File: src/hw/rtl/shi2c_pkg.sv
// Shared types, constants and register indexes of the I2C slave command engine.
package shi2c_pkg;

   localparam int BufBytesDefault = 3;

   typedef enum logic [3:0] {
      MODE_ADDR_WR   = 4'd0,
      MODE_RX_ACK    = 4'd1,
      MODE_RX_NACK   = 4'd2,
      MODE_STOP      = 4'd3,
      MODE_ADDR_RD   = 4'd4,
      MODE_TX_ACK    = 4'd5,
      MODE_BUS_ERR   = 4'd6,
      MODE_TX_END    = 4'd7,
      MODE_UNSUP     = 4'd8,
      MODE_SAMPLE    = 4'd9,
      MODE_LEVEL     = 4'd10,
      MODE_LAST_WAT  = 4'd11,
      MODE_FETCH     = 4'd12
   } mode_type;

   typedef enum logic [2:0] {
      REG_CODE_MOIST = 3'd0,
      REG_CODE_LEVEL = 3'd1,
      REG_CODE_WATER = 3'd2,
      REG_CODE_LAST  = 3'd3,
      REG_CODE_LIMIT = 3'd4,
      REG_LIMIT      = 3'd5
   } reg_index_type;

   typedef enum logic [1:0] {
      ST_IDLE,
      ST_DIVIDE,
      ST_DONE
   } state_type;

   typedef struct packed {
      logic start;
      logic busy;
      logic done;
   } div_ctrl_type;

endpackage

File: src/hw/rtl/shi2c_divider.sv
// Bit-serial restoring divider with rounding for the moisture average.
module shi2c_divider (
   input  logic                  clock,
   input  logic                  reset,
   input  logic                  start,
   input  logic [15:0]           sum,
   input  logic [15:0]           count,
   output shi2c_pkg::div_ctrl_type ctrl,
   output logic [15:0]           quotient
);

   // Numerator is sum + count/2, up to 17 bits; one quotient bit per cycle.
   logic [16:0] num_ff, num_in;
   logic [16:0] rem_ff, rem_in;
   logic [15:0] den_ff, den_in;
   logic [4:0]  cnt_ff, cnt_in;
   logic        busy_ff, busy_in;
   logic        done_ff, done_in;
   logic [17:0] trial;

   always_comb begin
      num_in  = num_ff;
      rem_in  = rem_ff;
      den_in  = den_ff;
      cnt_in  = cnt_ff;
      busy_in = busy_ff;
      done_in = 1'b0;
      trial   = {rem_ff, num_ff[16]} - {2'b00, den_ff};
      if (start) begin
         num_in  = {1'b0, sum} + {2'b00, count[15:1]};
         rem_in  = '0;
         den_in  = count;
         cnt_in  = 5'd17;
         busy_in = 1'b1;
      end else if (busy_ff) begin
         if (!trial[17]) begin
            rem_in = trial[16:0];
         end else begin
            rem_in = {rem_ff[15:0], num_ff[16]};
         end
         num_in = {num_ff[15:0], ~trial[17]};
         cnt_in = cnt_ff - 5'd1;
         if (cnt_ff == 5'd1) begin
            busy_in = 1'b0;
            done_in = 1'b1;
         end
      end
   end

   always_ff @(posedge clock) begin
      num_ff <= num_in;
      rem_ff <= rem_in;
      den_ff <= den_in;
      if (reset) begin
         cnt_ff  <= '0;
         busy_ff <= 1'b0;
         done_ff <= 1'b0;
      end else begin
         cnt_ff  <= cnt_in;
         busy_ff <= busy_in;
         done_ff <= done_in;
      end
   end

   assign quotient   = num_ff[15:0];
   assign ctrl.start = start;
   assign ctrl.busy  = busy_ff;
   assign ctrl.done  = done_ff;

   assert property (@(posedge clock) disable iff (reset) done_ff |-> !busy_ff)
      else $error("divider done while still busy");
   assert property (@(posedge clock) disable iff (reset) busy_ff |-> cnt_ff != 5'd0)
      else $error("divider busy with no steps left");
   assert property (@(posedge clock) disable iff (reset) $fell(busy_ff) |-> done_ff)
      else $error("divider stopped without done");

endmodule

File: src/hw/rtl/sensor_hub_i2c_slave_command_engine.sv
// Top level of the sensor hub I2C slave command engine.
// Each bus, sample or host event word yields exactly one result word. An event passes
// through the work state and then the done state before its result is registered. An
// address read of the moisture average with a non-zero count stays in the work state
// while a bit-serial divider, started there, runs 17 shift steps and raises done with
// the rounded quotient. One event is handled at a time; the result register holds until
// taken, and configuration may be written at any idle time.
module sensor_hub_i2c_slave_command_engine #(
   parameter int BUF_BYTES = shi2c_pkg::BufBytesDefault
) (
   input  logic        clock,
   input  logic        reset,
   input  logic        req_tvalid,
   output logic        req_tready,
   input  logic [31:0] req_tdata,   // mode[3:0], data_byte[11:4], value[27:12], zero
   output logic        rsp_tvalid,
   input  logic        rsp_tready,
   output logic [63:0] rsp_tdata,   // ack_next, stop_recover, tx_byte, busy_res,
                                    // cmd_pending, cmd_code, watering_amount,
                                    // moisture_sum, moisture_count, zero
   input  logic        csr_valid,
   output logic        csr_ready,
   input  logic [2:0]  csr_index,
   input  logic [7:0]  csr_data
);

   localparam int IW = $clog2(BUF_BYTES + 1);
   localparam int AW = (BUF_BYTES > 1) ? $clog2(BUF_BYTES) : 1;
   localparam logic [IW-1:0] FULL = IW'(BUF_BYTES);

   shi2c_pkg::state_type state_ff, state_in;
   shi2c_pkg::div_ctrl_type div_ctrl;
   logic [15:0] quotient;
   logic        div_start;
   logic        divstarted_ff, divstarted_in;

   logic [7:0]  code_moist_ff, code_level_ff, code_water_ff, code_last_ff,
                code_limit_ff, limit_ff;
   logic [7:0]  buf_ff [BUF_BYTES];
   logic [IW-1:0] len_ff, len_in, idx_ff, idx_in;
   logic [7:0]  cmd_ff, cmd_in, lastw_ff, lastw_in, amount_ff, amount_in;
   logic        pend_ff, pend_in, busy_ff, busy_in;
   logic [15:0] sum_ff, sum_in, cnt_ff, cnt_in, level_ff, level_in;
   logic [3:0]  mode_ff;
   logic [7:0]  rx_ff;
   logic [15:0] val_ff;
   logic        out_valid_ff, out_valid_in;
   logic [63:0] out_ff, out_in;

   // Buffer write requests from the event logic.
   logic        wr0_en, wr1_en, wrx_en;
   logic [7:0]  wr0_data, wr1_data;
   logic [AW-1:0] wrx_addr;

   logic        ack, recover;
   logic [7:0]  tx;
   logic [16:0] total;
   logic [IW-1:0] tidx;
   logic        hit_moist, hit_level, hit_water, hit_last, hit_limit;
   logic        dec_moist, dec_level, dec_water;
   logic [7:0]  dec_c;
   logic [IW-1:0] stop_len;
   logic        accept;

   assign accept     = req_tvalid && req_tready;
   assign req_tready = (state_ff == shi2c_pkg::ST_IDLE) && !out_valid_ff;
   assign csr_ready  = 1'b1;
   assign rsp_tvalid = out_valid_ff;
   assign rsp_tdata  = out_ff;

   shi2c_divider u_div (
      .clock(clock), .reset(reset), .start(div_start),
      .sum(sum_ff), .count(cnt_ff), .ctrl(div_ctrl), .quotient(quotient)
   );

   always_comb begin
      hit_moist = cmd_ff == code_moist_ff;
      hit_level = cmd_ff == code_level_ff;
      hit_water = cmd_ff == code_water_ff;
      hit_last  = cmd_ff == code_last_ff;
      hit_limit = cmd_ff == code_limit_ff;
   end

   // Next state.
   always_comb begin
      state_in = state_ff;
      unique case (state_ff)
         shi2c_pkg::ST_IDLE: begin
            if (accept) begin
               state_in = shi2c_pkg::ST_DIVIDE;
            end
         end
         shi2c_pkg::ST_DIVIDE: begin
            if (!(mode_ff == shi2c_pkg::MODE_ADDR_RD && hit_moist && cnt_ff != 16'd0)
                || div_ctrl.done) begin
               state_in = shi2c_pkg::ST_DONE;
            end
         end
         shi2c_pkg::ST_DONE: state_in = shi2c_pkg::ST_IDLE;
         default: state_in = shi2c_pkg::ST_IDLE;
      endcase
   end

   // Start the divider on entering the work state for a moisture read with a non-zero count.
   assign div_start = (state_ff == shi2c_pkg::ST_DIVIDE) && !div_ctrl.busy && !div_ctrl.done
                      && mode_ff == shi2c_pkg::MODE_ADDR_RD && hit_moist
                      && cnt_ff != 16'd0 && !divstarted_ff;
   always_comb begin
      divstarted_in = divstarted_ff;
      if (state_ff != shi2c_pkg::ST_DIVIDE) divstarted_in = 1'b0;
      else if (div_start) divstarted_in = 1'b1;
   end

   // Event processing happens while the state machine is in the done state.
   always_comb begin
      len_in = len_ff; idx_in = idx_ff; cmd_in = cmd_ff; pend_in = pend_ff;
      busy_in = busy_ff; sum_in = sum_ff; cnt_in = cnt_ff; level_in = level_ff;
      lastw_in = lastw_ff; amount_in = amount_ff;
      wr0_en = 1'b0; wr1_en = 1'b0; wrx_en = 1'b0;
      wr0_data = '0; wr1_data = '0; wrx_addr = '0;
      ack = 1'b0; recover = 1'b0; tx = '0; total = '0; tidx = idx_ff;
      stop_len = idx_ff; dec_c = buf_ff[0];
      dec_moist = 1'b0; dec_level = 1'b0; dec_water = 1'b0;
      out_valid_in = out_valid_ff;
      out_in = out_ff;
      if (out_valid_ff && rsp_tready) out_valid_in = 1'b0;
      if (state_ff == shi2c_pkg::ST_DONE) begin
         unique case (mode_ff)
            shi2c_pkg::MODE_ADDR_WR: begin
               len_in = '0; idx_in = '0; ack = 1'b1; busy_in = 1'b1;
            end
            shi2c_pkg::MODE_RX_ACK: begin
               tidx = idx_ff;
               if (idx_ff < FULL) begin
                  wrx_en = 1'b1; wrx_addr = AW'(idx_ff); tidx = idx_ff + 1'b1;
               end
               idx_in = tidx;
               ack = ({1'b0, tidx} + 1'b1) < {1'b0, FULL};
               busy_in = 1'b1;
            end
            shi2c_pkg::MODE_RX_NACK, shi2c_pkg::MODE_STOP: begin
               tidx = idx_ff;
               if (mode_ff == shi2c_pkg::MODE_RX_NACK && idx_ff < FULL) begin
                  wrx_en = 1'b1; wrx_addr = AW'(idx_ff); tidx = idx_ff + 1'b1;
               end
               idx_in = tidx; stop_len = tidx; len_in = tidx;
               ack = 1'b1; busy_in = 1'b0;
               if (stop_len != '0) begin
                  // A byte written this same event lands in entry zero only if idx was 0.
                  dec_c = (wrx_en && idx_ff == '0) ? rx_ff : buf_ff[0];
                  cmd_in = dec_c; pend_in = 1'b1;
                  dec_moist = dec_c == code_moist_ff;
                  dec_level = dec_c == code_level_ff;
                  dec_water = dec_c == code_water_ff;
                  if (dec_moist) begin
                     sum_in = '0; cnt_in = '0;
                  end else if (dec_level) begin
                     level_in = 16'hFFFF;
                  end else if (dec_water) begin
                     lastw_in = '0;
                     if (stop_len == IW'(2)) begin
                        amount_in = (wrx_en && idx_ff == IW'(1)) ? rx_ff : buf_ff[1];
                     end else begin
                        cmd_in = '0; pend_in = 1'b0;
                     end
                  end
               end
            end
            shi2c_pkg::MODE_ADDR_RD, shi2c_pkg::MODE_TX_ACK: begin
               tidx = idx_ff;
               if (mode_ff == shi2c_pkg::MODE_ADDR_RD) begin
                  tidx = '0;
                  cmd_in = '0; pend_in = 1'b0;
                  if (hit_moist) begin
                     if (cnt_ff != 16'd0) begin
                        wr0_en = 1'b1; wr0_data = quotient[7:0];
                        wr1_en = 1'b1; wr1_data = quotient[15:8];
                        len_in = IW'(2); tx = quotient[7:0];
                     end else begin
                        wr0_en = 1'b1; wr0_data = 8'hFF; len_in = '0; tx = 8'hFF;
                     end
                  end else if (hit_level) begin
                     wr0_en = 1'b1; wr0_data = level_ff[7:0];
                     wr1_en = 1'b1; wr1_data = level_ff[15:8];
                     len_in = IW'(2); tx = level_ff[7:0];
                  end else if (hit_water || hit_last) begin
                     wr0_en = 1'b1; wr0_data = lastw_ff; len_in = IW'(1); tx = lastw_ff;
                  end else if (hit_limit) begin
                     wr0_en = 1'b1; wr0_data = limit_ff; len_in = IW'(1); tx = limit_ff;
                  end else begin
                     tx = buf_ff[0];
                  end
                  tidx = IW'(1);
               end else if (idx_ff < FULL) begin
                  tx = buf_ff[AW'(idx_ff)]; tidx = idx_ff + 1'b1;
               end else begin
                  tx = 8'hFF;
               end
               idx_in = tidx;
               ack = tidx < len_in;
               busy_in = 1'b1;
            end
            shi2c_pkg::MODE_BUS_ERR: begin
               ack = 1'b1; recover = 1'b1; busy_in = 1'b0;
            end
            shi2c_pkg::MODE_TX_END: begin
               ack = 1'b1; busy_in = 1'b0;
            end
            shi2c_pkg::MODE_UNSUP: begin
               busy_in = 1'b1;
            end
            shi2c_pkg::MODE_SAMPLE: begin
               total = {1'b0, sum_ff} + {1'b0, val_ff};
               if (total[16] || cnt_ff == 16'hFFFF) begin
                  total = {2'b00, sum_ff[15:1]} + {1'b0, val_ff};
                  cnt_in = {1'b0, cnt_ff[15:1]} + 16'd1;
               end else begin
                  cnt_in = cnt_ff + 16'd1;
               end
               sum_in = total[15:0];
            end
            shi2c_pkg::MODE_LEVEL:    level_in = val_ff;
            shi2c_pkg::MODE_LAST_WAT: lastw_in = val_ff[7:0];
            shi2c_pkg::MODE_FETCH:    pend_in = 1'b0;
            default: ;
         endcase
         out_valid_in = 1'b1;
         out_in = {4'd0, cnt_in, sum_in, amount_in, cmd_in, pend_in, busy_in, tx,
                   recover, ack};
      end
   end

   always_ff @(posedge clock) begin
      if (accept) begin
         mode_ff <= req_tdata[3:0];
         rx_ff   <= req_tdata[11:4];
         val_ff  <= req_tdata[27:12];
      end
      out_ff <= out_in;
      if (wr0_en) buf_ff[0] <= wr0_data;
      if (wr1_en) buf_ff[1] <= wr1_data;
      if (wrx_en) buf_ff[wrx_addr] <= rx_ff;
   end

   always_ff @(posedge clock) begin
      if (reset) begin
         state_ff <= shi2c_pkg::ST_IDLE;
         divstarted_ff <= 1'b0;
         out_valid_ff <= 1'b0;
         len_ff <= '0; idx_ff <= '0; cmd_ff <= '0; pend_ff <= 1'b0; busy_ff <= 1'b0;
         sum_ff <= '0; cnt_ff <= '0; level_ff <= '0; lastw_ff <= '0; amount_ff <= '0;
         code_moist_ff <= 8'd1; code_level_ff <= 8'd2; code_water_ff <= 8'd3;
         code_last_ff <= 8'd4; code_limit_ff <= 8'd5; limit_ff <= 8'd0;
      end else begin
         state_ff <= state_in;
         divstarted_ff <= divstarted_in;
         out_valid_ff <= out_valid_in;
         len_ff <= len_in; idx_ff <= idx_in; cmd_ff <= cmd_in; pend_ff <= pend_in;
         busy_ff <= busy_in; sum_ff <= sum_in; cnt_ff <= cnt_in; level_ff <= level_in;
         lastw_ff <= lastw_in; amount_ff <= amount_in;
         if (csr_valid && csr_ready) begin
            unique case (shi2c_pkg::reg_index_type'(csr_index))
               shi2c_pkg::REG_CODE_MOIST: code_moist_ff <= csr_data;
               shi2c_pkg::REG_CODE_LEVEL: code_level_ff <= csr_data;
               shi2c_pkg::REG_CODE_WATER: code_water_ff <= csr_data;
               shi2c_pkg::REG_CODE_LAST:  code_last_ff  <= csr_data;
               shi2c_pkg::REG_CODE_LIMIT: code_limit_ff <= csr_data;
               shi2c_pkg::REG_LIMIT:      limit_ff      <= csr_data;
               default: ;
            endcase
         end
      end
   end

   assert property (@(posedge clock) disable iff (reset) idx_ff <= FULL)
      else $error("byte index beyond buffer");
   assert property (@(posedge clock) disable iff (reset) len_ff <= FULL)
      else $error("message length beyond buffer");
   assert property (@(posedge clock) disable iff (reset)
                    (state_ff == shi2c_pkg::ST_DONE) |=> rsp_tvalid)
      else $error("finished event without result");
   assert property (@(posedge clock) disable iff (reset)
                    div_ctrl.busy |-> state_ff == shi2c_pkg::ST_DIVIDE)
      else $error("divider running outside work state");

endmodule

File: config.mk
export PLATFORM = sky130hd
export DESIGN_NAME = sensor_hub_i2c_slave_command_engine
export DESIGN_NICKNAME = d
export VERILOG_FILES = /design/src/hw/rtl/shi2c_pkg.sv /design/src/hw/rtl/shi2c_divider.sv /design/src/hw/rtl/sensor_hub_i2c_slave_command_engine.sv
export SDC_FILE = /design/constraint.sdc
export NUM_CORES = 1
export LEC_CHECK = 0
export BUFFER_PORTS_ARGS = -buffer_cell sky130_fd_sc_hd__buf_2
export CAP_MARGIN = 20
export CORE_MARGIN = 2
export CORE_UTILIZATION = 47
export DETAILED_ROUTE_END_ITERATION = 7
export PLACE_DENSITY_LB_ADDON = 0.1
export SLEW_MARGIN = 10
export SYNTH_ARGS = -nofsm -noshare
export SYNTH_HDL_FRONTEND = slang
export SYNTH_SLANG_ARGS = --single-unit
export TNS_END_PERCENT = 30
File: constraint.sdc
create_clock -name clock -period 7.4 [get_ports clock]
set_clock_uncertainty 0.1 [all_clocks]
set_input_delay 0.74 -clock clock [delete_from_list [all_inputs] [get_ports clock]]
set_output_delay 0.74 -clock clock [all_outputs]
set_load 0.01 [all_outputs]
Yosys cells after proc, flatten, opt, wreduce, memory -nomap -nowiden

Memories as Yosys holds them, arrays and structs flattened. A register that Yosys moved wholly into a read port is not among the register bits.
Index checks and enable logic that the tools add are counted.

Register bits after elaboration: 275
Bits in latches: 0
Bits in writable memories: 24
ROM bits: 0
Bits of input ports: 48
Output and inout port bits: 67
Word-level logic and storage cells: 268
Memories kept: 1

Memories:

| name   | words | bits a word | rd ports | clocked after memory_dff | wr ports | line                                      | RTL |
|---|---|---|---|---|---|---|---|
| buf_ff | 3     | 8           | 3        | 1                        | 2        | sensor_hub_i2c_slave_command_engine.sv:39 | `logic [7:0] buf_ff [BUF_BYTES];` |

Add/subtract/negate cells: 9
Multipliers: 0
Divide/modulo/power cells: 0
Order comparisons: 3
Eq/ne operators: 39
Shift-type cells: 0
Muxes and demuxes: 129
Bitwise gates (word level): 2
Reductions and logical operators: 54

Operator list:

| kind                  | number |
|---|---|
| $mux 8                | 39 |
| $mux 16               | 9 |
| $pmux 16 s2           | 3 |
| $eq 8x8->1            | 8 |
| $mux 17               | 3 |
| $mux 2                | 25 |
| $mux 1                | 38 |
| $pmux 8 s2            | 2 |
| $eq 4x4->1 const B    | 5 |
| $reduce_and 2->1      | 9 |
| $sub 18x16->18        | 1 |
| $add 16x15->17        | 1 |
| $add 16x16->17        | 1 |
| $add 15x1->16 const B | 1 |
| $add 15x16->16        | 1 |
| $add 16x1->16 const B | 1 |
| $eq 16x16->1 const B  | 1 |
| $eq 4x3->1 const B    | 4 |
| $reduce_bool 16->1    | 1 |
| $logic_and 1x1->1     | 14 |
| $ne 2x2->1 const B    | 7 |
| $mux 5                | 2 |
| $reduce_bool 2->1     | 5 |
| $reduce_or 5->1       | 2 |
| 34 further kinds      | 53 |

Longest topological paths before layout

Depth after elaboration: 13
Depth in mapped cells: 21
Mapped depth without buffers: 20

Hierarchy

Synthesis repeated with hierarchy kept, for this count alone.

Cells, all modules: 1903
Area total of the unflattened synthesis: 17882.2 um^2

Modules (own cells, without submodules):

| module                              | instances | cells each | area each (um^2) | seq. area each (um^2) |
|---|---|---|---|---|
| sensor_hub_i2c_slave_command_engine | 1         | 1495       | 13953.4          | 6246.0 |
| shi2c_divider                       | 1         | 408        | 3928.8           | 1471.4 |

Worst setup path before layout

Ideal clock, no wire load.

Kind: flip-flop to flip-flop
From: register val_ff[5]
To: register out_ff[58], in the netlist rsp_tdata[58], data pin
Data arrival time: 3925 ps
Data required time: 7044 ps
Setup slack: 3119 ps
Cell stages (with the launch flop): 20
Clock period less this slack: 4281 ps
Path through: edfxtp_1 -> ha_1 -> a21o_1 -> nor3_1 -> a21oi_1 -> a221oi_1 -> o211a_1 -> clkbuf_1 -> nand2_1 -> o21ai_0 -> ha_1 -> and4_1 -> nor2b_1 -> nor2b_1 -> nand3_1 -> nor3_1 -> xor2_1 -> nand2_1 -> o21ai_0 -> a22o_1

Word-level cells in the longest chain between the ends: 4

Ends and longest elaborated chain:

| element                  | line                                       | RTL |
|---|---|---|
| start: declaration       | sensor_hub_i2c_slave_command_engine.sv:46  | `logic [15:0] val_ff;` |
| start signal: assignment | sensor_hub_i2c_slave_command_engine.sv:237 | `val_ff <= req_tdata[27:12];` |
| $add 16x16->17           | sensor_hub_i2c_slave_command_engine.sv:213 | `total = {1'b0, sum_ff} + {1'b0, val_ff};` |
| $logic_or 1x1->1         | sensor_hub_i2c_slave_command_engine.sv:214 | `if (total[16] \|\| cnt_ff == 16'hFFFF) begin` |
| $mux 16                  | sensor_hub_i2c_slave_command_engine.sv:214 |  |
| $pmux 16 s2              | sensor_hub_i2c_slave_command_engine.sv:128 | `unique case (mode_ff)` |
| end signal: assignment   | sensor_hub_i2c_slave_command_engine.sv:239 | `out_ff <= out_in;` |
| end: declaration         | sensor_hub_i2c_slave_command_engine.sv:48  | `logic [63:0] out_ff, out_in;` |

No other way between the ends.
A chain may end at the register's enable or synchronous reset.

Worst setup path after layout

Ends and elaborated chain as after synthesis.

==> metrics.md <==
| Metric | Value |
|---|---|
| Outcome | `complete, no violations` |
| Hold Path Class | `primary input to flop` |
| Pin count of the biggest net entering global routing | `63` |
| Dpl cell area | `0.0181 mm2` |
| Post-synthesis cell area | `around 0.017 mm2` |
| Post-Layout Inst Area | `approximately 0.019 mm2` |
| M1 GR Usage | `a little under two fifths` |
| EDFF count, synth | `roughly 150` |
| Reg clk slew, reported paths | `approximately 0.050 ns` |
| Data arrival time of the worst path | `between 5 and 6 ns` |
| First-pass GRT wire length | `approximately 75 mm` |
| Worst R2R Start | `val_ff[5]$_DFFE_PP_` |
| CTS buffer count | `37` |
| Final estimated routing congestion in global placement | `~0.91` |
| Post-synthesis cell type count | `89` |
| Post-cts resize count | `0` |
| CP Max Fanout | `24` |
| Achievable Freq | `around 0.19 GHz` |
| Fin. Hold Viols | `0` |
| FF/Latch Area | `0.00772 mm2` |
| H-tree Lvls | `2` |
| Slowest-stage cell, CP | `a221oi_1` |
| Post-route ant nets | `0` |
| Clock Sinks | `approximately 310` |
| Synth area leaders | `edfxtp_1 27%, dfxtp_1 18%, ha_1 5.2%` |
| Worst hold slack | `0.264 ns` |
| Grt peak-use layer | `met1` |
| Most common cell after layout, fill and taps aside | `nand2_1` |
| Syn. warnings | `0` |
| Yosys top cell by area | `edfxtp_1` |
| Slew margin rel. | `25.8%` |
| Nature of the critical path endpoint | `flop` |
| Sequential area share after synthesis | `44.9%` |
| Setup TNS | `0 ns` |
| Main synth FF type | `dfxtp_1` |
| Die area | `between 0.03 and 0.04 mm2` |
| Met3 Use GR | `3.56%` |
| Minimum clock period | `between 5 and 6 ns` |
| Initial DRC Count | `about 1200` |
| # port buffers | `around 110` |
| Routed vias | `between 10000 and 15000` |
| CP required | `7.58 ns` |
| Leak | `between 7 and 8 nW` |
| Met2 Usage GRT | `a little under two fifths` |
| VDD IR max | `~0.00014 V` |
| Period utilisation layout | `70.5%` |
| Final core occ | `a little over half` |
| CP Cell Sequence | `ha_1 -> a21o_1 -> nor3_1 -> a21oi_1 -> a221oi_1 -> o211a_1 -> buf_4 -> nand2_1 -> nand2_1 -> ha_1 -> and4_1 -> nor2b_1 -> nor2b_1 -> nand3_1 -> nor3_1 -> xor2_1 -> nand2_1 -> o21ai_0 -> a22o_1` |
| Dpl hpwl | `approximately 34 mm` |
| Most frequent cells in the layout | `238 x nand2_1, 156 x dfxtp_1, 153 x edfxtp_1, 144 x a21oi_1, 127 x o21ai_0` |
| First drt pass iteration count | `8` |
| Fin nets | `1984` |
| Antenna cells | `0` |
| Max-Cap Viols | `0` |
| Insertion delay to the later sink of the worst-skew pair | `0.55 ns` |
| Measured slew at the worst slew-check pin | `~1.1 ns` |
| Initial Utilization | `47.3%` |
| Area Overhead vs Synth | `11.7%` |
| CP max stage delay | `~0.63 ns` |
| Initial antenna violation count | `0` |
| Vias in the first global route | `between 10000 and 15000` |
| Area of the multi-input gates | `0.00885 mm2` |
| Syn_area_per_cell | `just under 10 um2` |
| Boundary pin count | `115` |
| Proportion of layout cells with a drive suffix above 1 | `approximately 14%` |
| Unrepaired setup endpoints after global routing | `false` |
| Root Buffer | `clkbuf_16` |
| CP Launch Type | `flop` |
| Total grt overflow | `0` |
| Vias per inst | `about 6.0` |
| Core area | `about 0.036 mm2` |
| Fin. max-slew vios | `0` |
| Cell area power density | `between 200 and 250 mW/mm2` |
| Row count | `70` |
| CTS tree | `built` |
| Hold path startpoint | `req_tdata[24]` |
| CP startpoint | `val_ff[5]$_DFFE_PP_` |
| Residual DRC count | `0` |
| # hold bufs at CTS | `0` |
| Seq cells post-synth | `309` |
| Die height | `~200 um` |
| Most common cell on crit path | `nand2_1` |
| Asr flop ratio synth | `0%` |
| Fill cell count | `between 3000 and 4000` |
| Final setup violation count | `0` |
| Clk buf depth | `3` |
| Final WL | `between 40 and 50 mm` |
| Post CTS Setup Buffer Count | `0` |
| Routed len/inst | `a little over 20 um` |
| Die Wd | `~200 um` |
| Mapped Cells | `1792` |
| Crit Path Category | `flop to flop` |
| Tot GR Track Use | `between 20% and 30%` |
| Post-synth top area share | `a little over a quarter` |
-- layer usage --
layer | vias to the layer above | part of all wire (%)
met5 | - | 0
met4 | 0 | 3.0
met3 | 84 | 7.4
met2 | 536 | 43
met1 | 6723 | 46
li1 | 6742 | -
-- metrics by stage --
step / power, mW / cells / worst slack (ns)
floorplan: 2.05 / 1795 / 3.12
global placement: 2.14 / 2287 / 2.30
detailed placement: 2.15 / 2288 / 2.27
CTS: 3.90 / 2355 / 2.23
global route: 3.99 / 2356 / 1.73
finish: 3.86 / 2356 / 2.18
-- kinds of logic after synthesis --
family,share of synthesized area (%)
buffers and inverters,3.85
AO/OA/AOI/OAI,20.2
XOR/XNOR,5.14
other,0.0436
flip-flops,44.9
adder cells (fa/ha/maj),5.70
multiplexers,4.57
AND/OR/NAND/NOR,15.6
-- cell usage after synthesis (11+ instances only) --
library cell  instances
nand2_1             238
dfxtp_1             156
edfxtp_1            153
a21oi_1             145
o21ai_0             127
nor2_1              102
ha_1                 72
xnor2_1              67
clkbuf_1             65
inv_1                63
nand3_1              46
mux2i_1              38
xor2_1               34
nor3_1               33
a22o_1               30
o21a_1               23
mux2_2               20
a21o_1               19
nor2b_1              19
o221a_2              18
and3_1               17
a21boi_0             16
a32o_1               16
nand2b_1             15
nand4_1              14
nor4_1               14
a211oi_1             13
buf_1                12
o31ai_1              12
o22ai_1              11
-- worst max-delay path, delay by kind of cell, from the launching register on --
kind | cells | cell delay (ns)
XOR/XNOR | 1 | 0.09
AO/OA/AOI/OAI | 6 | 1.56
flip-flops | 1 | 0.49
buffers and inverters | 1 | 0.27
AND/OR/NAND/NOR | 9 | 1.82
adder cells (fa/ha/maj) | 2 | 0.60
-- worst paths after layout --
path / end / slack [ns] / depth (start not counted)
worst min register to register: limit_ff[4]$_SDFFE_PP0P_ / 0.36 / 2
worst max-delay path: rsp_tdata[58]$_DFFE_PP_ / 2.18 / 19
worst min-delay path: val_ff[12]$_DFFE_PP_ / 0.26 / 1
worst max register to register: rsp_tdata[58]$_DFFE_PP_ / 2.18 / 19
-- state kept, by name (all words and copies together), names as in the netlist, 5 cells and up, named ones only --
name and cells:
cnt_ff 16, amount_ff 8, u_div.rem_ff 17, code_level_ff 8, sum_ff 16, rx_ff 8
code_limit_ff 8, limit_ff 8, u_div.den_ff 16, code_last_ff 8, val_ff 16, u_div.cnt_ff 5
buf_ff 32, u_div.num_ff 17, cmd_ff 8, level_ff 16, code_water_ff 8, rsp_tdata 60
code_moist_ff 8, lastw_ff 8
-- power by group --
part	switching, mW	leakage (nW)	internal [mW]
combinational	0.165	4.01	0.0895
sequential	0.0379	2.64	1.82
clock	0.721	0.561	1.03
total	0.923	7.20	2.94
-- layout make-up --
type / instances / area share [%]
sequential: 309 / 40.1
clock inverter: 18 / 0.794
tap: 468 / 3.05
multi-input combinational: 1326 / 46.1
clock buffer: 49 / 5.21
inverter: 64 / 1.26
timing repair buffer: 122 / 3.49
Note: power is estimated with default switching activity, not from simulation.
